$ cat config.mk
export PLATFORM = sky130hd
export DESIGN_NAME = cross_scale_cost_fusion_wta_flat
export DESIGN_NICKNAME = d
export VERILOG_FILES = /design/src/cscf_pkg.sv /design/src/cscf_channels.sv /design/src/cross_scale_cost_fusion_wta.sv /design/src/cscf_lane.sv /design/src/cscf_merge.sv /design/src/cscf_wta.sv /design/src/flat_wrapper.sv
export SDC_FILE = /design/constraint.sdc
export NUM_CORES = 2
export LEC_CHECK = 0
export ABC_AREA = 1
export BUFFER_PORTS_ARGS = -buffer_cell sky130_fd_sc_hd__buf_4
export CORE_MARGIN = 4
export CORE_UTILIZATION = 37
export DETAILED_ROUTE_END_ITERATION = 8
export RECOVER_POWER = 25
export SLEW_MARGIN = 20
export SYNTH_ARGS = -nofsm -noshare
export SYNTH_HDL_FRONTEND = slang
export SYNTH_SLANG_ARGS = --single-unit
$ cat constraint.sdc
create_clock -name clock -period 5.6 [get_ports clock]
set_clock_uncertainty 0.05 [all_clocks]
set_input_delay 0.28 -clock clock [delete_from_list [all_inputs] [get_ports clock]]
set_output_delay 0.28 -clock clock [all_outputs]
set_load 0.01 [all_outputs]
$ cat src/cscf_pkg.sv
`timescale 1ns / 1ps

package cscf_pkg;

   localparam int NUM_WEIGHTS     = 5;
   localparam int LEVELS          = 5;
   localparam int COST_BITS       = 16;
   localparam int INPUT_COST_BITS = 16;
   localparam int COST_USED       = (COST_BITS < INPUT_COST_BITS) ? COST_BITS : INPUT_COST_BITS;
   localparam int WEIGHT_BITS     = 17;
   localparam int PRODUCT_BITS    = WEIGHT_BITS + COST_USED;
   localparam int FUSED_BITS      = 35;
   localparam int LEVEL_BITS      = (LEVELS > 1) ? $clog2(LEVELS) : 1;
   localparam int SUM_BITS        = (PRODUCT_BITS + LEVEL_BITS > FUSED_BITS + 1) ?
                                    PRODUCT_BITS + LEVEL_BITS : FUSED_BITS + 1;
   localparam int DISP_BITS       = 8;
   localparam int COUNT_BITS      = 9;
   localparam int SCALE_BITS      = 8;
   localparam int CSR_INDEX_BITS  = 3;
   localparam int CSR_DATA_BITS   = 17;

   localparam logic [CSR_INDEX_BITS-1:0] CSR_WEIGHT_LEVEL_0  = 3'd0;
   localparam logic [CSR_INDEX_BITS-1:0] CSR_WEIGHT_LEVEL_1  = 3'd1;
   localparam logic [CSR_INDEX_BITS-1:0] CSR_WEIGHT_LEVEL_2  = 3'd2;
   localparam logic [CSR_INDEX_BITS-1:0] CSR_WEIGHT_LEVEL_3  = 3'd3;
   localparam logic [CSR_INDEX_BITS-1:0] CSR_WEIGHT_LEVEL_4  = 3'd4;
   localparam logic [CSR_INDEX_BITS-1:0] CSR_MAX_DISPARITY   = 3'd5;
   localparam logic [CSR_INDEX_BITS-1:0] CSR_DISPARITY_SCALE = 3'd6;

   localparam logic [WEIGHT_BITS-1:0] WEIGHT_ONE        = 17'd65536;
   localparam logic [COUNT_BITS-1:0]  MAX_DISP_RESET    = 9'd64;
   localparam logic [COUNT_BITS-1:0]  MAX_DISP_LOW      = 9'd2;
   localparam logic [COUNT_BITS-1:0]  MAX_DISP_HIGH     = 9'd256;
   localparam logic [SCALE_BITS-1:0]  SCALE_RESET       = 8'd1;
   localparam logic [DISP_BITS-1:0]   FIRST_DISPARITY   = 8'd1;

   typedef logic [WEIGHT_BITS-1:0]  weight_type;
   typedef logic [PRODUCT_BITS-1:0] product_type;
   typedef logic [FUSED_BITS-1:0]   fused_type;

   typedef struct packed {
      logic [COUNT_BITS-1:0] max_disparity;
      logic [SCALE_BITS-1:0] disparity_scale;
   } cfg_type;

endpackage

$ cat src/cscf_channels.sv
`timescale 1ns / 1ps

interface cscf_req_if;
   import cscf_pkg::*;

   logic                       valid;
   logic                       ready;
   logic [INPUT_COST_BITS-1:0] cost_level_0;
   logic [INPUT_COST_BITS-1:0] cost_level_1;
   logic [INPUT_COST_BITS-1:0] cost_level_2;
   logic [INPUT_COST_BITS-1:0] cost_level_3;
   logic [INPUT_COST_BITS-1:0] cost_level_4;

   modport source (output valid, output cost_level_0, output cost_level_1,
                   output cost_level_2, output cost_level_3, output cost_level_4,
                   input ready);
   modport sink (input valid, input cost_level_0, input cost_level_1,
                 input cost_level_2, input cost_level_3, input cost_level_4,
                 output ready);
endinterface

interface cscf_rsp_if;
   import cscf_pkg::*;

   logic                  valid;
   logic                  ready;
   logic [FUSED_BITS-1:0] fused_cost;
   logic [DISP_BITS-1:0]  disparity;
   logic                  disparity_valid;

   modport source (output valid, output fused_cost, output disparity,
                   output disparity_valid, input ready);
   modport sink (input valid, input fused_cost, input disparity,
                 input disparity_valid, output ready);
endinterface

$ cat src/cross_scale_cost_fusion_wta.sv
`timescale 1ns / 1ps

// Cross-scale cost fusion with winner-take-all. Feed one transfer per candidate
// disparity d = 1 .. max_disparity-1 of a pixel, carrying that pixel's matching
// cost from each pyramid level. Every transfer yields one result: the weighted
// sum of the level costs (Q19.16, clamped to all ones) and, on the last candidate
// of the pixel, the earliest minimum-cost disparity times disparity_scale (low
// 8 bits) with disparity_valid set. The block takes one item per cycle while the
// output is not stalled. Each result passes through the per-level multiplier lanes,
// the adder that merges them and the running-minimum stage, whose compare and update
// are combinational ahead of that stage's output registers.
// Backpressure stalls only the stages that are full. Write the configuration
// registers only while no pixel is in flight; the disparity count is clamped
// to the range 2 to 256.
module cross_scale_cost_fusion_wta (
   input  logic                                  clock,
   input  logic                                  reset,
   cscf_req_if.sink                              req_chan,
   cscf_rsp_if.source                            rsp_chan,
   input  logic                                  csr_write_enable,
   input  logic [cscf_pkg::CSR_INDEX_BITS-1:0]   csr_index,
   input  logic [cscf_pkg::CSR_DATA_BITS-1:0]    csr_write_data
);
   import cscf_pkg::*;

   weight_type            weight_ff [NUM_WEIGHTS];
   weight_type            weight_in [NUM_WEIGHTS];
   logic [COUNT_BITS-1:0] max_disp_ff, max_disp_in;
   logic [SCALE_BITS-1:0] scale_ff,    scale_in;
   cfg_type               cfg;

   logic [INPUT_COST_BITS-1:0] costs [NUM_WEIGHTS];
   product_type           products [LEVELS];
   logic                  s1_valid_ff, s1_valid_in;
   logic                  s1_ready;
   logic                  merge_in_ready;
   logic                  merge_valid;
   fused_type             merge_fused;
   logic                  wta_in_ready;

   // configuration registers
   always_comb begin
      for (int s = 0; s < NUM_WEIGHTS; s++) begin
         weight_in[s] = weight_ff[s];
      end
      max_disp_in = max_disp_ff;
      scale_in    = scale_ff;
      if (csr_write_enable) begin
         case (csr_index)
            CSR_WEIGHT_LEVEL_0:  weight_in[0] = csr_write_data[WEIGHT_BITS-1:0];
            CSR_WEIGHT_LEVEL_1:  weight_in[1] = csr_write_data[WEIGHT_BITS-1:0];
            CSR_WEIGHT_LEVEL_2:  weight_in[2] = csr_write_data[WEIGHT_BITS-1:0];
            CSR_WEIGHT_LEVEL_3:  weight_in[3] = csr_write_data[WEIGHT_BITS-1:0];
            CSR_WEIGHT_LEVEL_4:  weight_in[4] = csr_write_data[WEIGHT_BITS-1:0];
            CSR_MAX_DISPARITY:   max_disp_in  = csr_write_data[COUNT_BITS-1:0];
            CSR_DISPARITY_SCALE: scale_in     = csr_write_data[SCALE_BITS-1:0];
            default: begin
            end
         endcase
      end
   end

   always_ff @(posedge clock) begin
      if (reset) begin
         weight_ff[0] <= WEIGHT_ONE;
         for (int s = 1; s < NUM_WEIGHTS; s++) begin
            weight_ff[s] <= '0;
         end
         max_disp_ff <= MAX_DISP_RESET;
         scale_ff    <= SCALE_RESET;
      end else begin
         for (int s = 0; s < NUM_WEIGHTS; s++) begin
            weight_ff[s] <= weight_in[s];
         end
         max_disp_ff <= max_disp_in;
         scale_ff    <= scale_in;
      end
   end

   assign cfg.max_disparity   = max_disp_ff;
   assign cfg.disparity_scale = scale_ff;

   // multiplier lanes
   assign costs[0] = req_chan.cost_level_0;
   assign costs[1] = req_chan.cost_level_1;
   assign costs[2] = req_chan.cost_level_2;
   assign costs[3] = req_chan.cost_level_3;
   assign costs[4] = req_chan.cost_level_4;

   assign s1_ready       = !s1_valid_ff || merge_in_ready;
   assign s1_valid_in    = s1_ready ? req_chan.valid : s1_valid_ff;
   assign req_chan.ready = s1_ready;

   always_ff @(posedge clock) begin
      if (reset) begin
         s1_valid_ff <= 1'b0;
      end else begin
         s1_valid_ff <= s1_valid_in;
      end
   end

   for (genvar s = 0; s < LEVELS; s++) begin : g_lane
      cscf_lane u_lane (
         .clock   (clock),
         .enable  (s1_ready),
         .weight  (weight_ff[s]),
         .cost    (costs[s][COST_USED-1:0]),
         .product (products[s])
      );
   end

   cscf_merge u_merge (
      .clock     (clock),
      .reset     (reset),
      .in_valid  (s1_valid_ff),
      .in_ready  (merge_in_ready),
      .products  (products),
      .out_valid (merge_valid),
      .out_ready (wta_in_ready),
      .fused     (merge_fused)
   );

   cscf_wta u_wta (
      .clock         (clock),
      .reset         (reset),
      .cfg           (cfg),
      .in_valid      (merge_valid),
      .in_ready      (wta_in_ready),
      .fused         (merge_fused),
      .out_valid     (rsp_chan.valid),
      .out_ready     (rsp_chan.ready),
      .out_fused     (rsp_chan.fused_cost),
      .out_disparity (rsp_chan.disparity),
      .out_last      (rsp_chan.disparity_valid)
   );

   a_disp_zero_unless_last: assert property (@(posedge clock) disable iff (reset)
      rsp_chan.valid && !rsp_chan.disparity_valid |-> rsp_chan.disparity == '0)
      else $error("disparity nonzero on a non-final candidate");

   a_lane_holds_on_stall: assert property (@(posedge clock) disable iff (reset)
      s1_valid_ff && !merge_in_ready |=> s1_valid_ff)
      else $error("lane stage dropped an item while stalled");

   a_accept_fills_lanes: assert property (@(posedge clock) disable iff (reset)
      req_chan.valid && req_chan.ready |=> s1_valid_ff)
      else $error("accepted item did not reach the lane stage");

endmodule

$ cat src/cscf_lane.sv
`timescale 1ns / 1ps

module cscf_lane (
   input  logic                   clock,
   input  logic                   enable,
   input  cscf_pkg::weight_type   weight,
   input  logic [cscf_pkg::COST_USED-1:0] cost,
   output cscf_pkg::product_type  product
);
   import cscf_pkg::*;

   product_type product_ff;
   product_type product_in;

   assign product_in = PRODUCT_BITS'(weight) * PRODUCT_BITS'(cost);
   assign product    = product_ff;

   always_ff @(posedge clock) begin
      if (enable) begin
         product_ff <= product_in;
      end
   end

endmodule

$ cat src/cscf_merge.sv
`timescale 1ns / 1ps

module cscf_merge (
   input  logic                  clock,
   input  logic                  reset,
   input  logic                  in_valid,
   output logic                  in_ready,
   input  cscf_pkg::product_type products [cscf_pkg::LEVELS],
   output logic                  out_valid,
   input  logic                  out_ready,
   output cscf_pkg::fused_type   fused
);
   import cscf_pkg::*;

   localparam logic [SUM_BITS-1:0] FUSED_MAX = SUM_BITS'({FUSED_BITS{1'b1}});

   logic                valid_ff;
   logic                valid_in;
   fused_type           fused_ff;
   fused_type           fused_in;
   logic [SUM_BITS-1:0] sum_raw;

   always_comb begin
      sum_raw = '0;
      for (int s = 0; s < LEVELS; s++) begin
         sum_raw = sum_raw + SUM_BITS'(products[s]);
      end
      // clamp anything past the output width
      if (sum_raw > FUSED_MAX) begin
         fused_in = '1;
      end else begin
         fused_in = sum_raw[FUSED_BITS-1:0];
      end
   end

   assign in_ready  = !valid_ff || out_ready;
   assign valid_in  = in_ready ? in_valid : valid_ff;
   assign out_valid = valid_ff;
   assign fused     = fused_ff;

   always_ff @(posedge clock) begin
      if (reset) begin
         valid_ff <= 1'b0;
      end else begin
         valid_ff <= valid_in;
      end
   end

   always_ff @(posedge clock) begin
      if (in_ready) begin
         fused_ff <= fused_in;
      end
   end

endmodule

$ cat src/cscf_wta.sv
`timescale 1ns / 1ps

module cscf_wta (
   input  logic                 clock,
   input  logic                 reset,
   input  cscf_pkg::cfg_type    cfg,
   input  logic                 in_valid,
   output logic                 in_ready,
   input  cscf_pkg::fused_type  fused,
   output logic                 out_valid,
   input  logic                 out_ready,
   output cscf_pkg::fused_type  out_fused,
   output logic [cscf_pkg::DISP_BITS-1:0] out_disparity,
   output logic                 out_last
);
   import cscf_pkg::*;

   logic                  take;
   logic                  better;
   logic                  last;
   logic [COUNT_BITS-1:0] count_eff;
   logic [COUNT_BITS-1:0] counter_next;
   fused_type             best_cost_pick;
   logic [DISP_BITS-1:0]  best_disp_pick;
   logic [DISP_BITS+SCALE_BITS-1:0] scaled;

   logic [DISP_BITS-1:0]  counter_ff,   counter_in;
   fused_type             best_cost_ff, best_cost_in;
   logic [DISP_BITS-1:0]  best_disp_ff, best_disp_in;
   logic                  valid_ff,     valid_in;
   fused_type             fused_ff;
   logic [DISP_BITS-1:0]  disp_ff,      disp_in;
   logic                  last_ff;

   assign in_ready = !valid_ff || out_ready;
   assign take     = in_valid && in_ready;

   always_comb begin
      better         = fused < best_cost_ff;
      best_cost_pick = better ? fused : best_cost_ff;
      best_disp_pick = better ? counter_ff : best_disp_ff;

      if (cfg.max_disparity < MAX_DISP_LOW) begin
         count_eff = MAX_DISP_LOW;
      end else if (cfg.max_disparity > MAX_DISP_HIGH) begin
         count_eff = MAX_DISP_HIGH;
      end else begin
         count_eff = cfg.max_disparity;
      end
      counter_next = COUNT_BITS'(counter_ff) + COUNT_BITS'(1);
      last         = counter_next >= count_eff;

      scaled  = (DISP_BITS+SCALE_BITS)'(best_disp_pick) *
                (DISP_BITS+SCALE_BITS)'(cfg.disparity_scale);
      disp_in = last ? scaled[DISP_BITS-1:0] : '0;

      counter_in   = counter_ff;
      best_cost_in = best_cost_ff;
      best_disp_in = best_disp_ff;
      if (take) begin
         if (last) begin
            // rearm for the next pixel
            counter_in   = FIRST_DISPARITY;
            best_cost_in = '1;
            best_disp_in = '0;
         end else begin
            counter_in   = counter_next[DISP_BITS-1:0];
            best_cost_in = best_cost_pick;
            best_disp_in = best_disp_pick;
         end
      end
      valid_in = in_ready ? in_valid : valid_ff;
   end

   always_ff @(posedge clock) begin
      if (reset) begin
         counter_ff   <= FIRST_DISPARITY;
         best_cost_ff <= '1;
         best_disp_ff <= '0;
         valid_ff     <= 1'b0;
      end else begin
         counter_ff   <= counter_in;
         best_cost_ff <= best_cost_in;
         best_disp_ff <= best_disp_in;
         valid_ff     <= valid_in;
      end
   end

   always_ff @(posedge clock) begin
      if (take) begin
         fused_ff <= fused;
         disp_ff  <= disp_in;
         last_ff  <= last;
      end
   end

   assign out_valid     = valid_ff;
   assign out_fused     = fused_ff;
   assign out_disparity = disp_ff;
   assign out_last      = last_ff;

endmodule
$ cat src/flat_wrapper.sv
// flat-port wrapper written by rule: the top's interface ports become plain ports
module cross_scale_cost_fusion_wta_flat import cscf_pkg::*;
  (clock, reset, csr_write_enable, csr_index, csr_write_data, req_chan_valid, req_chan_cost_level_0, req_chan_cost_level_1, req_chan_cost_level_2, req_chan_cost_level_3, req_chan_cost_level_4, req_chan_ready, rsp_chan_valid, rsp_chan_fused_cost, rsp_chan_disparity, rsp_chan_disparity_valid, rsp_chan_ready);
  cscf_req_if req_chan_i ();
  cscf_rsp_if rsp_chan_i ();
  input  logic clock;
  input  logic reset;
  input  logic csr_write_enable;
  input  logic [cscf_pkg::CSR_INDEX_BITS-1:0] csr_index;
  input  logic [cscf_pkg::CSR_DATA_BITS-1:0] csr_write_data;
  input wire logic [$bits(req_chan_i.valid)-1:0] req_chan_valid;
  input wire logic [$bits(req_chan_i.cost_level_0)-1:0] req_chan_cost_level_0;
  input wire logic [$bits(req_chan_i.cost_level_1)-1:0] req_chan_cost_level_1;
  input wire logic [$bits(req_chan_i.cost_level_2)-1:0] req_chan_cost_level_2;
  input wire logic [$bits(req_chan_i.cost_level_3)-1:0] req_chan_cost_level_3;
  input wire logic [$bits(req_chan_i.cost_level_4)-1:0] req_chan_cost_level_4;
  output wire logic [$bits(req_chan_i.ready)-1:0] req_chan_ready;
  output wire logic [$bits(rsp_chan_i.valid)-1:0] rsp_chan_valid;
  output wire logic [$bits(rsp_chan_i.fused_cost)-1:0] rsp_chan_fused_cost;
  output wire logic [$bits(rsp_chan_i.disparity)-1:0] rsp_chan_disparity;
  output wire logic [$bits(rsp_chan_i.disparity_valid)-1:0] rsp_chan_disparity_valid;
  input wire logic [$bits(rsp_chan_i.ready)-1:0] rsp_chan_ready;
  assign req_chan_i.valid = req_chan_valid;
  assign req_chan_i.cost_level_0 = req_chan_cost_level_0;
  assign req_chan_i.cost_level_1 = req_chan_cost_level_1;
  assign req_chan_i.cost_level_2 = req_chan_cost_level_2;
  assign req_chan_i.cost_level_3 = req_chan_cost_level_3;
  assign req_chan_i.cost_level_4 = req_chan_cost_level_4;
  assign req_chan_ready = req_chan_i.ready;
  assign rsp_chan_valid = rsp_chan_i.valid;
  assign rsp_chan_fused_cost = rsp_chan_i.fused_cost;
  assign rsp_chan_disparity = rsp_chan_i.disparity;
  assign rsp_chan_disparity_valid = rsp_chan_i.disparity_valid;
  assign rsp_chan_i.ready = rsp_chan_ready;
  cross_scale_cost_fusion_wta u_core (.clock(clock), .reset(reset), .req_chan(req_chan_i), .rsp_chan(rsp_chan_i), .csr_write_enable(csr_write_enable), .csr_index(csr_index), .csr_write_data(csr_write_data));
endmodule
Word level (Yosys, flattened, before mapping)
Memory sizes are Yosys's and may differ from the RTL's. Cells that the tools add are included.

$add $sub $neg: 5. Multipliers: 6. Magnitude comparators: 5. Equal/unequal tests: 6. Muxes and demuxes: 21. Bitwise logic cells: 5. Reductions and logical operators: 12.

Operator list (count): $mux W17 (10); $mul A17 B16 Y33 (5); $mux W85 (1); $mux W35 (2); $add A35 B33 Y36 (1); $add A36 B33 Y36 (1); $gt A36 B35 Y1 const B (1); $add A34 B33 Y35 (1); $lt A35 B35 Y1 (1); $add A33 B33 Y34 (1); $mux W8 (3); $mux W9 (2); $add A8 B1 Y9 const B (1); $eq A3 B3 Y1 const B (3); $ge A9 B9 Y1 (1); $gt A9 B9 Y1 const B (1); $lt A9 B2 Y1 const B (1); $mul A8 B8 Y8 (1); $eq A3 B2 Y1 const B (2); $reduce_and A2 Y1 (3); $or A1 B1 Y1 (5); $eq A3 B1 Y1 const B (1); $logic_not A1 Y1 (3); $logic_not A3 Y1 (1); other kinds (4) (8).

Register bits after elaboration: 315. Bits in writable memories: 85. Word-level logic and storage cells: 78. Memories kept: 1.

Memory list: u_core.weight_ff (depth 5, bits a word 17, rd ports 5, clocked after memory_dff 0, wr ports 5, line cross_scale_cost_fusion_wta.sv:26) `weight_type weight_ff [NUM_WEIGHTS];`.

Longest topological paths before layout
Depth in word-level cells: 6. Gate-level depth with buffers: 39. Mapped depth without buffers: 38.

Cells and area by module
From an unflattened synthesis, not the netlist that was laid out.

Cells, all modules: 9546. Area, all modules: 71531.1 sq um.

Modules (own cells, without submodules): cscf_lane at u_core.g_lane[0].u_lane ... (times used 2, cells each 1468, area each 10978.0 sq um, seq. area each 991.0 sq um); cscf_lane at u_core.g_lane[3].u_lane (times used 1, cells each 1453, area each 10903.0 sq um, seq. area each 991.0 sq um); cscf_lane at u_core.g_lane[2].u_lane (times used 1, cells each 1450, area each 10894.2 sq um, seq. area each 991.0 sq um); cscf_lane at u_core.g_lane[4].u_lane (times used 1, cells each 1450, area each 10872.9 sq um, seq. area each 991.0 sq um); cscf_merge (times used 1, cells each 1003, area each 7236.9 sq um, seq. area each 1071.0 sq um); cscf_wta (times used 1, cells each 666, area each 5616.6 sq um, seq. area each 2362.3 sq um); cross_scale_cost_fusion_wta (times used 1, cells each 588, area each 4051.4 sq um, seq. area each 2062.0 sq um).

Least setup slack after synthesis
OpenSTA, ideal clock, no wires.

Path type: input port to flip-flop. From: input port req_chan_cost_level_3[1]. To: register u_core.g_lane[3].u_lane.product_ff[30] (data pin). Arrival: 5.656 ns. Slack: -0.369 ns. Stages: 26. Buffers on the path: 2. Cells stage by stage: clkbuf_1 -> clkbuf_1 -> nand2_1 -> fa_1 -> inv_1 -> fa_1 -> inv_1 -> fa_1 -> inv_1 -> fa_1 -> fa_1 -> inv_1 -> fa_1 -> inv_1 -> ha_1 -> nand2_1 -> nor2_1 -> o21ai_0 -> o211ai_1 -> a21oi_1 -> nor2_1 -> o21ai_0 -> nand2_1 -> a21oi_1 -> o21bai_1 -> xor2_1.

Word-level cells in the longest chain between the ends: 1.

Ends and longest elaborated chain: from (decl) (line flat_wrapper.sv:15) `input wire logic [$bits(req_chan_i.cost_level_3)-1:0] req_chan_cost_level_3;`; $mul A17 B16 Y33 (line cscf_lane.sv:15) `assign product_in = PRODUCT_BITS'(weight) * PRODUCT_BITS'(cost);`; via u_core.g_lane[3].u_lane.product_in[30] (line cscf_lane.sv:13) `product_type product_in;`; to (signal assigned) (line cscf_lane.sv:20) `product_ff <= product_in;`; to (decl) (line cscf_lane.sv:12) `product_type product_ff;`.

The timed path passes the listed nets, and every way through them passes these cells. A chain may end at the register's enable or synchronous reset.

==> impl_metrics.yaml <==
floorplanning:
  fp-row-count: 154
  floorplan.core_area_sq_um: 176000
  ioPinCount: 151
  die_height_um: 429
  effective_utilization_at_floorplan_pct: 37.2
  dieWidth_um: 429
  die-area_sq_um: 184000
yosys:
  synth.avg_cell_area_sq_um: 8.20
  main_combinational_cell_family_by_area_after_synthesis: "adder cells"
  yosysWarningCount: 0
  synth_ff_type: "sky130_fd_sc_hd__edfxtp_1"
  syn-num-nets: 9853
  synth_mux_area_share_pct: 0
  yosys.area_share.simple_pct: 13.7
  synth_seq_area_share_pct: 16.0
  post_synth_xor_area_fraction_pct: 2.56
  synth_compound_gate_area_share_pct: 5.07
  syn_inst: 7977
  synth-edff-count: 244
  synth_adder_area_share_pct: 47.1
  synth.ff_latch_count: 400
  synth.cell_area_sq_um: 65400
  synthDistinctLibCells: 55
  share_of_synthesized_registers_carrying_an_async_set_or_reset_pct: 0
layout:
  multi_input_area_sq_um: 47200
  stdcell_count: 10900
  fill_cells: 17000
  nets: 10400
  final_layout_size_suffix_gt1_share_pct: 18.3
  growth_of_design_area_from_synthesis_to_finish_pct: 20.0
  seq_area_sq_um: 10700
  commonest_non_fill_non_tap_cell_in_the_layout: "sky130_fd_sc_hd__inv_1"
  layout.cells.most_common_list: "sky130_fd_sc_hd__inv_1 (2217), sky130_fd_sc_hd__nand2_1 (1729), sky130_fd_sc_hd__fa_1 (1108)"
global_routing:
  grt_util_all_layers_pct: 20.0
  grt-ovfl-total: 0
  grt_use_met3_pct: 2.07
  grt-busiest-layer: "met2"
  grt_start_max_net_pins: 167
  grt_util_met1_pct: 26.5
  grt_pass1_vias: 53700
  global_route.usage.met2_pct: 34.8
  antenna_found_initial: 14
  first_pass_grt_wire_length_um: 294000
power_and_ir_drop:
  p_seq_share_pct: 22.4
  total_leakage_power_nw: 43.6
  power.share.switching_pct: 46.1
  p_clk_share_pct: 16.5
  internal-power_mw: 11.2
  post-layout-total-power_mw: 20.8
  vdd_drop_max_uv: 671
  net_switching_component_of_the_power_mw: 9.58
  power_density_over_the_cells_nw_per_um2: 265
  comb_power_share_pct: 61.2
clocking:
  clock_sinks: 400
  cts_inserted_buffers: 50
  clkSlewWorstSetupHoldPaths_ns: 0.06
  cts-htree-levels: 2
  root_buffer: "sky130_fd_sc_hd__clkbuf_16"
  cts_tree: "built"
  cts-root-to-sink-buffers: 3
  worst_skew_pair_later_pin_latency_ns: 0.63
placed_design:
  place.gp.congestion: 0.909
  dp_hpwl_um: 152000
  dp.cells: 10700
  buffer_ports.inserted: 150
detailed_routing:
  post-route-drc-count: 0
  route.detailed.wl_per_inst_um: 17.0
  final_antenna_net_count: 0
  drt_iter0_markers: 3271
  drt-pass1-iter-count: 6
  avgViaCountPerCell: 4.69
  routed_wirelength_um: 186000
  via_count: 51300
worst_setup_path:
  category_of_the_worst_setup_path_capture_point: "flop"
  path_cells: "nand2_4 > fa_1 > inv_1 > fa_1 > inv_1 > fa_1 > inv_1 > fa_2 > fa_1 > inv_2 > fa_1 > inv_2 > ha_4 > nand2_4 > buf_4 > nor3_4 > buf_6 > a21oi_2 > nor2_2 > o21ai_1 > nand2_1 > a21oi_2 > buf_4 > xnor2_4"
  critical_path_source_type: "flop"
  worst_ep_arrival_time_ns: 6.00
  required_ns: 5.89
  minimum_setup_slack_among_reg_to_reg_paths_ns: -0.11
  r2r_start: "u_core.weight_ff[0][58]"
  cp_slowest_cell: "sky130_fd_sc_hd__fa_1"
  cp.buffers_inverters: 8
  crit_top_cell: "sky130_fd_sc_hd__fa_1"
  timing.critical_path.max_delay_family: "adder cells"
  critPathMaxStageDelay_ns: 0.57
  worst_r2r_path_depth: 24
  reg2reg_to: "u_core.g_lane[3].u_lane.product[26]"
  timing_worst_setup_path_type: "flop to flop"
  worst-path-max-fanout: 5
min_path:
  worst_hold_startpoint: "csr_write_data[13]"
  holdCritPathClass: "input port to flop"
  worst_hold_path.endpoint: "u_core.weight_ff[0][64]"
  hold-path-cell-count: 3
timing:
  post-route-min-period_ns: 5.71
  grt_setup_unrepaired: "yes"
  worst_hold_slack_ns: 0.0494
  slew_viol_final: 0
  post-route-worst-setup-slack_ns: -0.107
  max_freq_mhz: 175
  slew_margin_rel_pct: 26.1
  final.period_utilization_pct: 102
  tightestPinTransition_ns: 1.11
  hold_viol_final: 0
  finalSetupViolCount: 11
run_status:
  status: "complete, but fails checks"
  failed_checks: "negative setup slack"
job:
  max_cap_violations: 0
==> tightest hold or removal path: cells and delay by family <==
kind	cells	cell delay, ns
buffers and inverters	1	0.19
and+or+nand+nor	2	0.18
==> repair_timing <==
action                                  in CTS  in global routing
pin swaps                                   63                247
gates resized for setup                    219                576
hold buffers                                 3                  0
endpoints found under the setup margin      70                 83
setup buffers                               30                 84
endpoints found under the hold margin       10                  0
==> final cells by class <==
class                           instances  area share [%]
Tap cell                             2340            3.73
Clock buffer                           58            1.67
Antenna cell                            6          0.0191
Sequential cell                       400            13.6
Multi-Input combinational cell       4856            60.1
Inverter                             2350            11.2
Clock inverter                         34           0.524
Timing Repair Buffer                  888            9.13
==> power by group through the flow <==
stage	logic [mW]	clock network, mW	registers, mW
2_1_floorplan	7.99	0	4.40
3_3_place_gp	11.7	0	4.70
3_5_place_dp	11.8	0	4.71
4_1_cts	12.0	3.50	4.65
5_1_grt	14.2	3.63	4.68
6_report	12.7	3.43	4.65
==> cells in the mapped netlist, drive strengths merged (72+ instances only) <==
cell    number  area share (%)
a21oi      255             2.0
clkbuf     363             2.1
dfxtp      156             4.8
edfxtp     244              11
fa        1150              35
ha         621              12
inv       2345              13
nand2     1818              11
nor2       346             2.0
o21ai      211             1.7
xnor2       72            0.96
xor2       119             1.6
==> cell families (layout without fill, tap and decap cells) <==
kind of cell             after synthesis  after routing
flip-flops                           400            400
AND/OR/NAND/NOR                     2298           2298
other                                  0              6
adder cells (fa/ha/maj)             1771           1771
AO/OA/AOI/OAI                        596            596
buffers and inverters               2721           3330
XOR/XNOR                             191            191
==> sequential cells by signal, indices dropped and copies added, names as in the netlist <==
signal and count:
u_core.u_wta.best_disp_ff 8, u_core.u_wta.counter_ff 8, u_core.weight_ff 85, u_core.scale_ff 8, u_core.g_lane.u_lane.product 165, u_core.u_merge.out_valid 1
u_core.u_wta.best_cost_ff 35, u_core.max_disp_ff 9, u_core.s1_valid_ff 1, u_core.u_wta.out_fused 35, u_core.u_wta.out_disparity 8, u_core.u_merge.fused 35
u_core.u_wta.out_valid 1, u_core.u_wta.out_last 1
==> worst max path at each step <==
stage | from | end | slack (ns) | cells after the start
after floorplan | u_core.weight_ff[0][61] | u_core.g_lane[3].u_lane.product[30] | -0.007 | 22
after global placement | u_core.weight_ff[0][47] | u_core.g_lane[2].u_lane.product[32] | -0.24 | 22
after detailed placement | u_core.weight_ff[0][47] | u_core.g_lane[2].u_lane.product[32] | -0.33 | 22
after CTS | u_core.weight_ff[0][6] | u_core.g_lane[0].u_lane.product[31] | -0.04 | 23
after global routing | u_core.u_merge.fused[21] | u_core.u_wta.out_disparity[7] | -0.32 | 35
final | u_core.weight_ff[0][58] | u_core.g_lane[3].u_lane.product[26] | -0.11 | 24
==> per-stage QoR <==
step,util (%),instance area [sq um],TNS (ns),worst slack [ns]
after floorplan,-,65900,-0.00695,-0.00695
after global placement,41.6,73200,-5.39,-0.237
after detailed placement,41.6,73200,-8.94,-0.332
after CTS,43.1,75900,-0.150,-0.0430
after global routing,44.6,78500,-6.35,-0.317
final,44.6,78500,-0.555,-0.107
==> per-layer routing <==
metal  share of wire (%)  vias up
li1                    -    24200
met1                  43    25600
met2                  49     1177
met3                 4.8      279
met4                 3.3       10
met5               0.035        -
No activity file was read; power rests on OpenSTA's default activity.
